<file path="config.mk">
export PLATFORM = sky130hd
export DESIGN_NAME = tournament_best_worst_selector_top
export DESIGN_NICKNAME = d
export VERILOG_FILES = /design/src/rtl/tbws_pkg.sv /design/src/rtl/tournament_best_worst_selector_top.sv /design/src/rtl/tbws_front.sv /design/src/rtl/tbws_queue.sv /design/src/rtl/tbws_back.sv
export SDC_FILE = /design/constraint.sdc
export NUM_CORES = 1
export LEC_CHECK = 0
export BUFFER_PORTS_ARGS = -buffer_cell sky130_fd_sc_hd__buf_2
export CAP_MARGIN = 20
export CORE_ASPECT_RATIO = 1.25
export CORE_UTILIZATION = 39
export CTS_CLUSTER_SIZE = 20
export DETAILED_ROUTE_END_ITERATION = 8
export PLACE_DENSITY = 0.65
export SLEW_MARGIN = 30
export SYNTH_ARGS = -nofsm -noshare
export SYNTH_HDL_FRONTEND = slang
export SYNTH_SLANG_ARGS = --single-unit
</file>
<file path="constraint.sdc">
create_clock -name clk -period 20.2 [get_ports clk]
set_input_delay 5.05 -clock clk [delete_from_list [all_inputs] [get_ports clk]]
set_output_delay 5.05 -clock clk [all_outputs]
set_load 0.01 [all_outputs]
</file>
<file path="src/rtl/tbws_pkg.sv">
// Shared types and default sizes for the tournament best/worst selector.
`timescale 1ns / 1ps
`default_nettype none

package tbws_pkg;

  localparam int FIT_W = 32;
  localparam int INDEX_W = 16;

  localparam int GROUP_SIZE_DEFAULT = 8;
  localparam int WINNER_COUNT_DEFAULT = 2;
  localparam int COPIES_PER_WINNER_DEFAULT = 2;

  typedef enum logic {
    OP_MEMBER = 1'b0,
    OP_END    = 1'b1
  } op_t;

  typedef struct packed {
    op_t                     operation;
    logic signed [FIT_W-1:0] fitness;
    logic [INDEX_W-1:0]      member_index;
  } member_t;

  typedef struct packed {
    logic [INDEX_W-1:0] winner_index;
    logic [INDEX_W-1:0] loser_index;
    logic               last_pair;
  } pair_t;

endpackage

`default_nettype wire

</file>
<file path="src/rtl/tournament_best_worst_selector_top.sv">
// Top level of the tournament best/worst selector.
//
//   channel   direction  handshake                 beat
//   member    in         member_valid/member_stall  operation, fitness, member_index
//   pair      out        pair_valid/pair_stall      winner_index, loser_index, last_pair
//
// One member beat is taken per cycle while member_stall is low; both lists are
// updated in that cycle by a parallel compare-and-shift across all slots.
// The last member of a tournament places its winner and loser lists in a
// two-entry queue; the back end then sends WINNER_COUNT*COPIES_PER_WINNER pairs,
// one per cycle unless pair_stall holds them, through its output register.
// member_stall is high only while both queue entries hold unsent tournaments.
// Reset clears the tournament position, the queue and the output valid; the
// lists themselves need no clearing and there is no clearing pass.
`timescale 1ns / 1ps
`default_nettype none

module tournament_best_worst_selector_top #(
  parameter int GROUP_SIZE        = tbws_pkg::GROUP_SIZE_DEFAULT,
  parameter int WINNER_COUNT      = tbws_pkg::WINNER_COUNT_DEFAULT,
  parameter int COPIES_PER_WINNER = tbws_pkg::COPIES_PER_WINNER_DEFAULT
) (
  input  wire logic              clk,
  input  wire logic              rst,
  input  wire logic              member_valid,
  output logic                   member_stall,
  input  wire tbws_pkg::member_t member,
  output logic                   pair_valid,
  input  wire logic              pair_stall,
  output tbws_pkg::pair_t        pair
);
  import tbws_pkg::*;

  localparam int LOSER_COUNT = WINNER_COUNT * COPIES_PER_WINNER;

  logic q_full, q_valid, push, pop;
  logic [WINNER_COUNT-1:0][INDEX_W-1:0] push_best, head_best;
  logic [LOSER_COUNT-1:0][INDEX_W-1:0]  push_worst, head_worst;

  tbws_front #(
    .GROUP_SIZE        (GROUP_SIZE),
    .WINNER_COUNT      (WINNER_COUNT),
    .COPIES_PER_WINNER (COPIES_PER_WINNER)
  ) u_front (
    .clk          (clk),
    .rst          (rst),
    .member_valid (member_valid),
    .member_stall (member_stall),
    .member       (member),
    .q_full       (q_full),
    .push         (push),
    .push_best    (push_best),
    .push_worst   (push_worst)
  );

  tbws_queue #(
    .WINNER_COUNT (WINNER_COUNT),
    .LOSER_COUNT  (LOSER_COUNT)
  ) u_queue (
    .clk        (clk),
    .rst        (rst),
    .push       (push),
    .push_best  (push_best),
    .push_worst (push_worst),
    .full       (q_full),
    .q_valid    (q_valid),
    .pop        (pop),
    .head_best  (head_best),
    .head_worst (head_worst)
  );

  tbws_back #(
    .WINNER_COUNT      (WINNER_COUNT),
    .COPIES_PER_WINNER (COPIES_PER_WINNER)
  ) u_back (
    .clk        (clk),
    .rst        (rst),
    .q_valid    (q_valid),
    .pop        (pop),
    .head_best  (head_best),
    .head_worst (head_worst),
    .pair_valid (pair_valid),
    .pair_stall (pair_stall),
    .pair       (pair)
  );

endmodule

`default_nettype wire

</file>
<file path="src/rtl/tbws_front.sv">
// Front end: tournament position and parallel insertion into the best and worst lists.
`timescale 1ns / 1ps
`default_nettype none

module tbws_front #(
  parameter int GROUP_SIZE        = tbws_pkg::GROUP_SIZE_DEFAULT,
  parameter int WINNER_COUNT      = tbws_pkg::WINNER_COUNT_DEFAULT,
  parameter int COPIES_PER_WINNER = tbws_pkg::COPIES_PER_WINNER_DEFAULT
) (
  input  wire logic                                                   clk,
  input  wire logic                                                   rst,
  input  wire logic                                                   member_valid,
  output logic                                                        member_stall,
  input  wire tbws_pkg::member_t                                      member,
  input  wire logic                                                   q_full,
  output logic                                                        push,
  output logic [WINNER_COUNT-1:0][tbws_pkg::INDEX_W-1:0]              push_best,
  output logic [WINNER_COUNT*COPIES_PER_WINNER-1:0][tbws_pkg::INDEX_W-1:0] push_worst
);
  import tbws_pkg::*;

  localparam int LOSER_COUNT = WINNER_COUNT * COPIES_PER_WINNER;
  localparam int POS_W = (GROUP_SIZE > 2) ? $clog2(GROUP_SIZE) : 1;

  logic [POS_W-1:0] pos;

  logic signed [FIT_W-1:0] best_fit [WINNER_COUNT];
  logic signed [FIT_W-1:0] best_fit_next [WINNER_COUNT];
  logic [WINNER_COUNT-1:0][INDEX_W-1:0] best_idx, best_idx_next;

  logic signed [FIT_W-1:0] worst_fit [LOSER_COUNT];
  logic signed [FIT_W-1:0] worst_fit_next [LOSER_COUNT];
  logic [LOSER_COUNT-1:0][INDEX_W-1:0] worst_idx, worst_idx_next;

  logic [WINNER_COUNT-1:0] bkeep;
  logic [LOSER_COUNT-1:0]  wkeep;
  logic first, best_fill, worst_fill, last, fire, member_beat;
  logic signed [FIT_W-1:0] fit;
  logic [INDEX_W-1:0] idx;

  assign member_stall = q_full;
  assign fire = member_valid && !member_stall;
  assign member_beat = fire && (member.operation == OP_MEMBER);
  assign fit = member.fitness;
  assign idx = member.member_index;
  assign first = (pos == '0);
  assign last = (32'(pos) == GROUP_SIZE - 1);
  assign best_fill = (32'(pos) < WINNER_COUNT);
  assign worst_fill = (32'(pos) < LOSER_COUNT);

  // A slot keeps its entry when the new member sorts behind it; the first slot
  // that does not keep takes the new member and the rest shift down by one.
  always_comb begin
    for (int k = 0; k < WINNER_COUNT; k++) begin
      if (best_fill) begin
        bkeep[k] = (k < 32'(pos)) && (best_fit[k] < fit);
      end else begin
        bkeep[k] = (best_fit[k] <= fit);
      end
    end
    for (int k = 0; k < LOSER_COUNT; k++) begin
      if (worst_fill) begin
        wkeep[k] = (k < 32'(pos)) && (worst_fit[k] >= fit);
      end else begin
        wkeep[k] = (worst_fit[k] > fit);
      end
    end

    best_fit_next[0] = bkeep[0] ? best_fit[0] : fit;
    best_idx_next[0] = bkeep[0] ? best_idx[0] : idx;
    for (int k = 1; k < WINNER_COUNT; k++) begin
      if (bkeep[k]) begin
        best_fit_next[k] = best_fit[k];
        best_idx_next[k] = best_idx[k];
      end else if (bkeep[k-1]) begin
        best_fit_next[k] = fit;
        best_idx_next[k] = idx;
      end else if (first) begin
        best_fit_next[k] = '0;
        best_idx_next[k] = '0;
      end else begin
        best_fit_next[k] = best_fit[k-1];
        best_idx_next[k] = best_idx[k-1];
      end
    end

    worst_fit_next[0] = wkeep[0] ? worst_fit[0] : fit;
    worst_idx_next[0] = wkeep[0] ? worst_idx[0] : idx;
    for (int k = 1; k < LOSER_COUNT; k++) begin
      if (wkeep[k]) begin
        worst_fit_next[k] = worst_fit[k];
        worst_idx_next[k] = worst_idx[k];
      end else if (wkeep[k-1]) begin
        worst_fit_next[k] = fit;
        worst_idx_next[k] = idx;
      end else if (first) begin
        worst_fit_next[k] = '0;
        worst_idx_next[k] = '0;
      end else begin
        worst_fit_next[k] = worst_fit[k-1];
        worst_idx_next[k] = worst_idx[k-1];
      end
    end
  end

  assign push = member_beat && last;
  assign push_best = best_idx_next;
  assign push_worst = worst_idx_next;

  always_ff @(posedge clk) begin
    if (rst) begin
      pos <= '0;
    end else if (fire) begin
      if (member.operation == OP_END || last) begin
        pos <= '0;
      end else begin
        pos <= pos + POS_W'(1);
      end
    end
  end

  always_ff @(posedge clk) begin
    if (member_beat) begin
      best_fit <= best_fit_next;
      best_idx <= best_idx_next;
      worst_fit <= worst_fit_next;
      worst_idx <= worst_idx_next;
    end
  end

  a_pos_range: assert property (@(posedge clk) disable iff (rst)
    32'(pos) < GROUP_SIZE)
    else $error("tournament position out of range");

endmodule

`default_nettype wire

</file>
<file path="src/rtl/tbws_queue.sv">
// Two-entry queue of finished tournament lists between front and back.
`timescale 1ns / 1ps
`default_nettype none

module tbws_queue #(
  parameter int WINNER_COUNT = tbws_pkg::WINNER_COUNT_DEFAULT,
  parameter int LOSER_COUNT  = tbws_pkg::WINNER_COUNT_DEFAULT
                               * tbws_pkg::COPIES_PER_WINNER_DEFAULT
) (
  input  wire logic                                     clk,
  input  wire logic                                     rst,
  input  wire logic                                     push,
  input  wire logic [WINNER_COUNT-1:0][tbws_pkg::INDEX_W-1:0] push_best,
  input  wire logic [LOSER_COUNT-1:0][tbws_pkg::INDEX_W-1:0]  push_worst,
  output logic                                          full,
  output logic                                          q_valid,
  input  wire logic                                     pop,
  output logic [WINNER_COUNT-1:0][tbws_pkg::INDEX_W-1:0]      head_best,
  output logic [LOSER_COUNT-1:0][tbws_pkg::INDEX_W-1:0]       head_worst
);
  import tbws_pkg::*;

  localparam int Depth = 2;

  logic [WINNER_COUNT-1:0][INDEX_W-1:0] best_mem [Depth];
  logic [LOSER_COUNT-1:0][INDEX_W-1:0]  worst_mem [Depth];
  logic wr_ptr, rd_ptr;
  logic [1:0] count;

  assign full = (count == 2'(Depth));
  assign q_valid = (count != 2'd0);
  assign head_best = best_mem[rd_ptr];
  assign head_worst = worst_mem[rd_ptr];

  always_ff @(posedge clk) begin
    if (rst) begin
      wr_ptr <= 1'b0;
      rd_ptr <= 1'b0;
      count <= 2'd0;
    end else begin
      if (push) wr_ptr <= ~wr_ptr;
      if (pop) rd_ptr <= ~rd_ptr;
      count <= count + 2'(push) - 2'(pop);
    end
  end

  always_ff @(posedge clk) begin
    if (push) begin
      best_mem[wr_ptr] <= push_best;
      worst_mem[wr_ptr] <= push_worst;
    end
  end

  a_no_overflow: assert property (@(posedge clk) disable iff (rst)
    !(push && full))
    else $error("queue written while full");

  a_no_underflow: assert property (@(posedge clk) disable iff (rst)
    pop |-> q_valid)
    else $error("queue read while empty");

endmodule

`default_nettype wire

</file>
<file path="src/rtl/tbws_back.sv">
// Back end: walks one queued tournament and sends its winner/loser pairs.
`timescale 1ns / 1ps
`default_nettype none

module tbws_back #(
  parameter int WINNER_COUNT      = tbws_pkg::WINNER_COUNT_DEFAULT,
  parameter int COPIES_PER_WINNER = tbws_pkg::COPIES_PER_WINNER_DEFAULT
) (
  input  wire logic                                                   clk,
  input  wire logic                                                   rst,
  input  wire logic                                                   q_valid,
  output logic                                                        pop,
  input  wire logic [WINNER_COUNT-1:0][tbws_pkg::INDEX_W-1:0]         head_best,
  input  wire logic [WINNER_COUNT*COPIES_PER_WINNER-1:0][tbws_pkg::INDEX_W-1:0] head_worst,
  output logic                                                        pair_valid,
  input  wire logic                                                   pair_stall,
  output tbws_pkg::pair_t                                             pair
);
  import tbws_pkg::*;

  localparam int LOSER_COUNT = WINNER_COUNT * COPIES_PER_WINNER;
  localparam int WIN_W = (WINNER_COUNT > 1) ? $clog2(WINNER_COUNT) : 1;
  localparam int COPY_W = (COPIES_PER_WINNER > 1) ? $clog2(COPIES_PER_WINNER) : 1;
  localparam int LOSE_W = (LOSER_COUNT > 1) ? $clog2(LOSER_COUNT) : 1;

  logic [WIN_W-1:0]  win_i;
  logic [COPY_W-1:0] copy_c;
  logic [LOSE_W-1:0] lose_i;
  logic load, last, last_copy;

  assign load = q_valid && (!pair_valid || !pair_stall);
  assign last = (32'(lose_i) == LOSER_COUNT - 1);
  assign last_copy = (32'(copy_c) == COPIES_PER_WINNER - 1);
  // The entry leaves the queue as its final pair moves into the output register.
  assign pop = load && last;

  always_ff @(posedge clk) begin
    if (rst) begin
      win_i <= '0;
      copy_c <= '0;
      lose_i <= '0;
      pair_valid <= 1'b0;
    end else begin
      if (load) begin
        pair_valid <= 1'b1;
        if (last) begin
          win_i <= '0;
          copy_c <= '0;
          lose_i <= '0;
        end else begin
          lose_i <= lose_i + LOSE_W'(1);
          if (last_copy) begin
            copy_c <= '0;
            win_i <= win_i + WIN_W'(1);
          end else begin
            copy_c <= copy_c + COPY_W'(1);
          end
        end
      end else if (!pair_stall) begin
        pair_valid <= 1'b0;
      end
    end
  end

  always_ff @(posedge clk) begin
    if (load) begin
      pair.winner_index <= head_best[win_i];
      pair.loser_index <= head_worst[lose_i];
      pair.last_pair <= last;
    end
  end

  a_counters_agree: assert property (@(posedge clk) disable iff (rst)
    32'(lose_i) == 32'(win_i) * COPIES_PER_WINNER + 32'(copy_c))
    else $error("winner and loser counters out of step");

  a_copy_range: assert property (@(posedge clk) disable iff (rst)
    32'(copy_c) < COPIES_PER_WINNER && 32'(win_i) < WINNER_COUNT)
    else $error("pair counter out of range");

endmodule

`default_nettype wire

</file>
==> run summary, run 1 <==
In this run the post-CTS setup repair buffer count came out at 0. STA classifies the critical path endpoint as a register. The required time of the worst setup path came out at 20.57 ns. The via count of the first global-routing pass came out at 16408. The synthesized netlist net count came out at 2096. At the pin with the least slew margin, the transition time is 0.918 ns. The clock transition at the registers of the reported paths is 0.06 ns. The fraction of the yosys area taken by sequential cells is 61.5%. At the end of routability-driven placement, the weighted congestion stood at 0.873.

The number of sinks on the clock net came out at 526. The relative slew slack is 38.3%. In this design, the stage delay of the slowest critical-path cell is 0.82 ns. The power density over cell area is 84.4 mW/mm^2. The number of top-level design ports came out at 88.

After floorplanning, the core was sized to cover 0.0645 sq mm. The layout has 5819 filler cells. The sum of negative setup slack came out at 0 ns. Traced cell by cell, the critical path runs through buf_2, inv_1, ha_1, nand4_1, nor4_2, and3_1, nand2b_1, nor2_1, a21oi_4, buf_4, nor2_4, buf_12. The maximum clock rate is 0.112 GHz. The mapped netlist covers 0.0255 sq mm. Broken down by cell family, the worst path's largest delay share belongs to simple AND/OR/NAND/NOR gates.

Internal power comes to 1850 uW. The first global-routing pass estimated 97100 um of wire. The per-cell routed wire length came out at 22.6 um. The fraction of final layout cells with drive strength greater than 1 is 16.9%. The wire length reported by the detailed router came out at 63800 um. The pin count of the biggest net entering global routing is 84.

The multi-input gate area in the final layout is 0.00927 sq mm. The maximum ir drop on the vdd rail came out at 0.0000755 V. The critical setup path kind is in -> reg. The worst hold slack across all endpoints came out at 0.477 ns. Setup repair after global routing left no endpoint under its margin. The standby leakage power came out at 0.0103 uW. The post-cts sizing count came out at 0. The via-per-instance ratio came out at 5.62. The routed layout has 15895 vias. The count of unique library cells instantiated by Yosys came out at 67. The count of pins over their slew limit came out at 0.

The initial antenna violation count came out at 5. The clock period minus final worst setup slack is 8.92 ns. From synthesis to final layout, the design area changed by 12.4%.

In this run the worst hold path is classified as reg -> reg. For this run, the leading register cell type out of synthesis is sky130_fd_sc_hd__edfxtp_1. The portion of total power attributed to combinational logic came out at 8.0%. The share of total power consumed by net switching came out at 23.6%. The fraction of registers with async set or reset after synthesis came out at 0%. The flow ran to the end, and the final reports show no timing, DRC or antenna violations. The cell sitting at the root of the clock tree is a sky130_fd_sc_hd__clkbuf_16. For this run, design rule violations remaining after detail routing come to 0.

The worst-case clock buffer depth came out at 3. The leftover overflow at the end of global routing came out at 0. The count of standard-cell rows is 104.

The sum of buffers and inverters on the critical path came out at 4. The data arrival time of the critical path is 9.30 ns. Max-cap violations in this run came to 0. The sequential share of power is 51.7%. The first detailed-routing pass ran for 5 iterations. For this run, the total global-route usage over all layers was measured as 19.2%. The number of enable-type register cells in the synthesized netlist came out at 513. The post-detailed-route count of antenna-violating nets came out at 0. The final critical path takes up 44.2% of the cycle. The die covers 0.0664 sq mm. The final count of hold timing violations is 0.

In this run the number of H-tree levels came out at 2. The number of buffers inserted for hold repair after clock tree synthesis is 0. The final number of setup-violating endpoints came out at 0. The placed wire-length estimate after detailed placement came out at 41600 um.

Counting every instance in the synthesized netlist gives 1845. The number of synthesis warnings came out at 0. The quantity of I/O buffers inserted on ports is 87.

The worst-skew pair later-pin latency came out at 0.66 ns. The floorplan die height came out at 288 um. Of all nets on the critical path, the largest fanout is 83.

The power spent charging and discharging nets is 571 uW. The violation count after the first detailed-routing iteration is 1256. The worst setup path is launched from an input pin.

The clock group share of total power is 40.3%. TritonCTS built the clock tree. The number of CTS-inserted buffers came out at 56. A synthesized cell averages 13.8 sq um. The width of the die came out at 231 um. The final worst clock skew came out at 0.0834 ns. The initial standard-cell utilization of the core came out at 39.5%. The final layout net count is 2181. The flip-flop and latch area came out at 0.0157 sq mm.

The slowest stage of the critical path belongs to the cell sky130_fd_sc_hd__buf_4. The total of flip-flops plus latches after synthesis is 526.
stage by stage:
step           utilization, %  instances  power (uW)  worst slack [ns]  cell area (sq um)
2_1_floorplan               -       1845        1390              7.67              25500
3_3_place_gp             41.5       2715        1450             10.66              26800
3_5_place_dp             41.7       2720        1460             10.64              26900
4_1_cts                  44.4       2824        2440             11.29              28600
5_1_grt                  44.4       2827        2500             11.13              28700
6_report                 44.4       2828        2420             11.28              28700
sequential cells by signal, indices dropped and copies added (netlist names), named ones only:
signal,flops
u_back.win_i,1
u_back.pair_valid,1
u_back.lose_i,2
u_queue.worst_mem,128
u_back.pair,33
u_back.copy_c,1
u_front.worst_fit,128
u_queue.best_mem,64
u_front.best_fit,64
u_front.best_idx,32
u_front.worst_idx,64
u_queue.wr_ptr,1
u_queue.count,2
u_queue.rd_ptr,1
u_front.pos,3
worst min-delay path, cell delays in order, from the launching register on:
cell	delay, ns
sky130_fd_sc_hd__dfxtp_1	0.33
sky130_fd_sc_hd__xnor2_1	0.09
sky130_fd_sc_hd__nor2_1	0.09
routing by layer:
layer | up-vias | global-route usage [%] | part of all wire (%)
li1 | 7338 | - | -
met1 | 7892 | 23.8 | 41
met2 | 530 | 33.3 | 50
met3 | 133 | 2.79 | 5.4
met4 | 2 | 8.43 | 4.1
met5 | - | 0 | 0.014
cells in the final DEF (no fill, tap or decap), types with 46 or more instances in the layout:
cell,instances
sky130_fd_sc_hd__inv_1,52
sky130_fd_sc_hd__edfxtp_1,513
sky130_fd_sc_hd__nand3_1,46
sky130_fd_sc_hd__ha_1,198
sky130_fd_sc_hd__buf_2,87
sky130_fd_sc_hd__nand2_1,246
sky130_fd_sc_hd__mux2_2,54
sky130_fd_sc_hd__clkbuf_16,57
sky130_fd_sc_hd__a21oi_1,83
sky130_fd_sc_hd__o21ai_0,156
sky130_fd_sc_hd__mux4_2,48
power by group through the flow:
stage                     Clock, uW  Combinational [uW]  Sequential [uW]
after floorplan                   0                 125             1270
after global placement            0                 182             1270
after detailed placement          0                 191             1270
after CTS                       994                 192             1250
after global routing           1040                 214             1250
final                           975                 193             1250
synthesized netlist by cell type, types with 16 or more instances:
| cell | n | area (sq um) |
|---|---|---|
| sky130_fd_sc_hd__o21ai_0 | 156 | 781 |
| sky130_fd_sc_hd__inv_1 | 54 | 203 |
| sky130_fd_sc_hd__and3_1 | 19 | 119 |
| sky130_fd_sc_hd__nand3_1 | 46 | 230 |
| sky130_fd_sc_hd__edfxtp_1 | 513 | 15400 |
| sky130_fd_sc_hd__mux2_2 | 54 | 608 |
| sky130_fd_sc_hd__nand2_1 | 246 | 923 |
| sky130_fd_sc_hd__a221o_1 | 35 | 350 |
| sky130_fd_sc_hd__clkbuf_1 | 48 | 180 |
| sky130_fd_sc_hd__mux4_2 | 48 | 1080 |
| sky130_fd_sc_hd__nor2_1 | 36 | 135 |
| sky130_fd_sc_hd__mux2i_1 | 18 | 180 |
| sky130_fd_sc_hd__ha_1 | 198 | 2480 |
| sky130_fd_sc_hd__and4b_1 | 16 | 160 |
| sky130_fd_sc_hd__a21o_1 | 23 | 173 |
| sky130_fd_sc_hd__buf_2 | 17 | 85.1 |
| sky130_fd_sc_hd__a21oi_1 | 83 | 415 |
| sky130_fd_sc_hd__nand4_1 | 45 | 282 |
| sky130_fd_sc_hd__and2_1 | 19 | 119 |
final timing paths:
check | endpoint | slack [ns] | start | cells after the start
max | u_front.worst_fit[50]$_DFFE_PP_ | 11.28 | member[47] | 12
min | register | 0.48 | u_queue.rd_ptr$_SDFFE_PP0P_ | 2
max reg2reg | u_front.worst_fit[50]$_DFFE_PP_ | 15.62 | u_front.worst_fit[63]$_DFFE_PP_ | 10
min reg2reg | register | 0.48 | u_queue.rd_ptr$_SDFFE_PP0P_ | 2
layout make-up:
cell class / instances / share of cell area (%)
sequential: 526 / 54.7
multi-input combinational: 1179 / 32.3
clock buffer: 80 / 5.35
tap: 848 / 3.70
timing repair buffer: 113 / 2.45
clock inverter: 24 / 0.733
inverter: 54 / 0.720
antenna: 4 / 0.0349
logic make-up (layout without fill, tap and decap cells):
family / after synthesis / count (layout) / share of synthesized area (%)
XOR/XNOR: 4 / 4 / 0.137
AND/OR/NAND/NOR: 475 / 475 / 8.98
AO/OA/AOI/OAI: 372 / 372 / 9.20
other: 0 / 4 / 0
adder cells (fa/ha/maj): 198 / 198 / 9.72
buffers and inverters: 140 / 271 / 2.57
flip-flops: 526 / 526 / 61.5
multiplexers: 130 / 130 / 7.92
No activity file was read; power rests on OpenSTA's default activity.
==> run 2: changes to the inputs <==
==> constraint.sdc (replaced) <==
create_clock -name clk -period 9.3 [get_ports clk]
set_input_delay 2.325 -clock clk [delete_from_list [all_inputs] [get_ports clk]]
set_output_delay 2.325 -clock clk [all_outputs]
set_load 0.01 [all_outputs]
==> run 2 against run 1 <==
  * Utilization increased by 0.25 points
  * Setup slack lost 7.9 ns
  * Via count increased by 0.82%
  * Sequential share of layout area decreased by 0.30 points
  * Combinational power up 120%
  * Worst hold slack improved by 0.045 ns
  * Clock skew down 0.031 ns
  * Global-route usage up 0.19 points
  * First-iteration DRC count increased by 20%
  * Die area is the same
  * Final area increased by 0.57%
==> run summary, run 2 (synthesis results as in run 1) <==
The flow ran to the end, and the final reports show no timing, DRC or antenna violations. The cell area reported after detailed placement came out at 0.0269 sq mm. For the pin with the worst max-slew slack, the measured transition is 0.914 ns. The leftover overflow at the end of global routing came out at 0. Summed over all failing endpoints, the final setup total negative slack is 0 ns. The signal on the critical path passes through buf_2, inv_1, ha_1, nor2b_1, o211ai_1, a2111oi_0, or4_1, o22a_2, o21ai_4, buf_4, buf_4, mux2_2. The count of pins over their slew limit is 0. The sum of buffers and inverters on the critical path came out at 4. The clock drives 526 sinks. The post-detailed-route count of antenna-violating nets came out at 0.

The total power came out at 5430 uW. The required time of the worst setup path is 9.69 ns. The detailed-route via count came out at 16026. The overall global routing resource usage is 19.4%. The final count of hold timing violations is 0. The initial antenna violation count came out at 3.

The hold path depth is 2. The met3 layer usage reported by global route is 3.08%. The die is 231 um wide.

The data arrival time of the critical path came out at 6.34 ns. The longest clock path from root to sink contains 3 buffers. The maximum fanout encountered on the critical timing path came out at 44. The power density over cell area is 188 mW/mm^2. The via-per-instance ratio came out at 5.68. Setup repair after global routing left no endpoint under its margin. Once placement completed, the tool counted placed cells totaling 2717. TritonCTS built the clock tree. The share of total power dissipated in the clock network is 42.3%. In the final layout, the registers with the most flip-flops are u_front.worst_fit x128, u_queue.worst_mem x128. The count of standard-cell rows is 104. The pin count of the biggest net entering global routing came out at 113. The H-tree was split into 2 levels. Cells with a size suffix above 1 make up 17.6% of the layout. In this run switching power makes up 23.8% of total power. Leaving out fill and tap cells, the most frequent cells in the layout are sky130_fd_sc_hd__edfxtp_1, sky130_fd_sc_hd__nand2_1, sky130_fd_sc_hd__ha_1. The length in cells of the worst reg-to-reg path is 10. The area growth from synthesis to layout is 13.1%. The count of cell instances traversed by the critical path came out at 12. The net count of the finished layout is 2180.

The maximum clock rate is 0.168 GHz. The area enclosed by the die boundary is 0.0664 sq mm. In this run the static leakage power is 0.0104 uW.

The post-cts sizing count is 0. The maximum ir drop on the vdd rail is 0.000169 V. The per-cell routed wire length came out at 22.8 um. The critical path's largest stage delay came out at 0.66 ns.

The core region is 0.0645 sq mm. The portion of total power attributed to combinational logic came out at 7.7%. The count of max-cap constraint violations came out at 0. In this run, post-CTS hold repair placed 0 buffers. Setup violations remaining at the end of the flow were counted as 0.

Leaving out fill and tap cells, the most frequent cell in the layout is sky130_fd_sc_hd__edfxtp_1. In the finished design, the share of the clock period the worst path needs comes to 64.0%. The min-delay analysis places its worst path in the category reg -> reg. The cell that appears most often on the critical path is sky130_fd_sc_hd__buf_4. The type of element launching the critical path is an input pin. For this run, the number of standard cells in the final layout without fillers is 2822. The clock transition at the registers of the reported paths is 0.06 ns. At the end of routability-driven placement, the weighted congestion stood at 0.912. The quantity of I/O buffers inserted on ports came out at 87.

The violation count after the first detailed-routing iteration came out at 1513. The internal power of the cells totals 4140 uW. The via count of the first global-routing pass was 16340. The busiest layer in global routing is met2. Grouping stages by cell kind, the critical path spends the most delay in buffers and inverters. The relative slew slack came out at 37.5%. The analysis attributes to net switching a power of 1290 uW.

For met1 alone, demand over resource in global routing was 24.7%. The number of top-level design ports is 88. The later pin in the worst-skew pair is clocked with a latency of 0.65 ns. Before antenna repair, the detailed router went through 6 iterations. The worst hold slack across all endpoints is 0.522 ns.

The placed wire-length estimate after detailed placement came out at 41500 um. The total setup buffers inserted after CTS is 0. The clock period minus final worst setup slack is 5.95 ns. The number of CTS-inserted buffers came out at 56.

The final worst clock skew is 0.0519 ns. The critical path is of the in -> reg type. The post-route cell area is 0.0288 sq mm. The initial standard-cell utilization of the core is 39.5%. In this run the vertical extent of the chip is 288 um. The final layout contains routed wiring with a total length of 64500 um.

The sequential share of power came out at 50.0%. After detailed routing, the number of remaining DRC violations is 0. The worst setup path is captured at a register. The slowest cell on the critical path is sky130_fd_sc_hd__o21ai_4. The wire length of the first global-routing pass is 98300 um. The tree is rooted in a sky130_fd_sc_hd__clkbuf_16. The met2 track demand over resource is 33.7%.
run 2: cell types whose count changed in the layout (fill, tap and decap cells not counted), moves of 3 or more:
cell                         delta
sky130_fd_sc_hd__clkinv_4       +4
sky130_fd_sc_hd__buf_4          -3
sky130_fd_sc_hd__buf_6          +3
sky130_fd_sc_hd__clkbuf_1      -14
sky130_fd_sc_hd__clkinvlp_4     +3
sky130_fd_sc_hd__bufinv_16      +6
sky130_fd_sc_hd__diode_2        -3
run 2: power groups by stage:
stage          clock, uW  sequential (uW)  combinational, uW
2_1_floorplan          0             2750                272
3_3_place_gp           0             2760                396
3_5_place_dp           0             2760                417
4_1_cts             2340             2720                419
5_1_grt             2420             2720                465
6_report            2300             2720                420
run 2: worst register-to-register path, cell delays in order, from the launching register on:
cell and delay [ns]:
sky130_fd_sc_hd__edfxtp_1 0.40, sky130_fd_sc_hd__ha_1 0.30, sky130_fd_sc_hd__nor2b_1 0.15, sky130_fd_sc_hd__o211ai_1 0.17, sky130_fd_sc_hd__a2111oi_0 0.19, sky130_fd_sc_hd__or4_1 0.45
sky130_fd_sc_hd__o22a_2 0.24, sky130_fd_sc_hd__o21ai_4 0.66, sky130_fd_sc_hd__buf_4 0.46, sky130_fd_sc_hd__buf_4 0.58, sky130_fd_sc_hd__mux2_2 0.46
run 2: cell type report:
class                           instances  area, sq um
Multi-Input combinational cell       1179         9280
Fill cell                            5822        35700
Clock inverter                         39          458
Sequential cell                       526        15700
Clock buffer                           63         1430
Inverter                               54          208
Timing Repair Buffer                  112          714
Tap cell                              848         1060
Antenna cell                            1         2.50
run 2: through the flow:
stage	worst slack, ns	util, %
3_3_place_gp	2.69	41.5
5_1_grt	3.19	44.7
4_1_cts	3.37	44.6
6_report	3.35	44.7
2_1_floorplan	1.09	-
3_5_place_dp	2.66	41.7
run 2: routing by layer:
layer	wire, um	vias to the layer above	part of all wire, %
met5	10	-	0.016
met4	1940	2	3.0
met3	3590	117	5.6
met2	32400	526	50
met1	26500	8045	41
li1	-	7336	-
run 2: final timing paths:
path,startpoint,to,slack [ns]
max,member[17],u_queue.best_mem[1][13]$_DFFE_PP_,3.35
min,u_queue.rd_ptr$_SDFFE_PP0P_,u_queue.rd_ptr$_SDFFE_PP0P_,0.52
max reg2reg,u_front.best_fit[33]$_DFFE_PP_,u_queue.best_mem[1][13]$_DFFE_PP_,4.98
min reg2reg,u_queue.rd_ptr$_SDFFE_PP0P_,u_queue.rd_ptr$_SDFFE_PP0P_,0.52
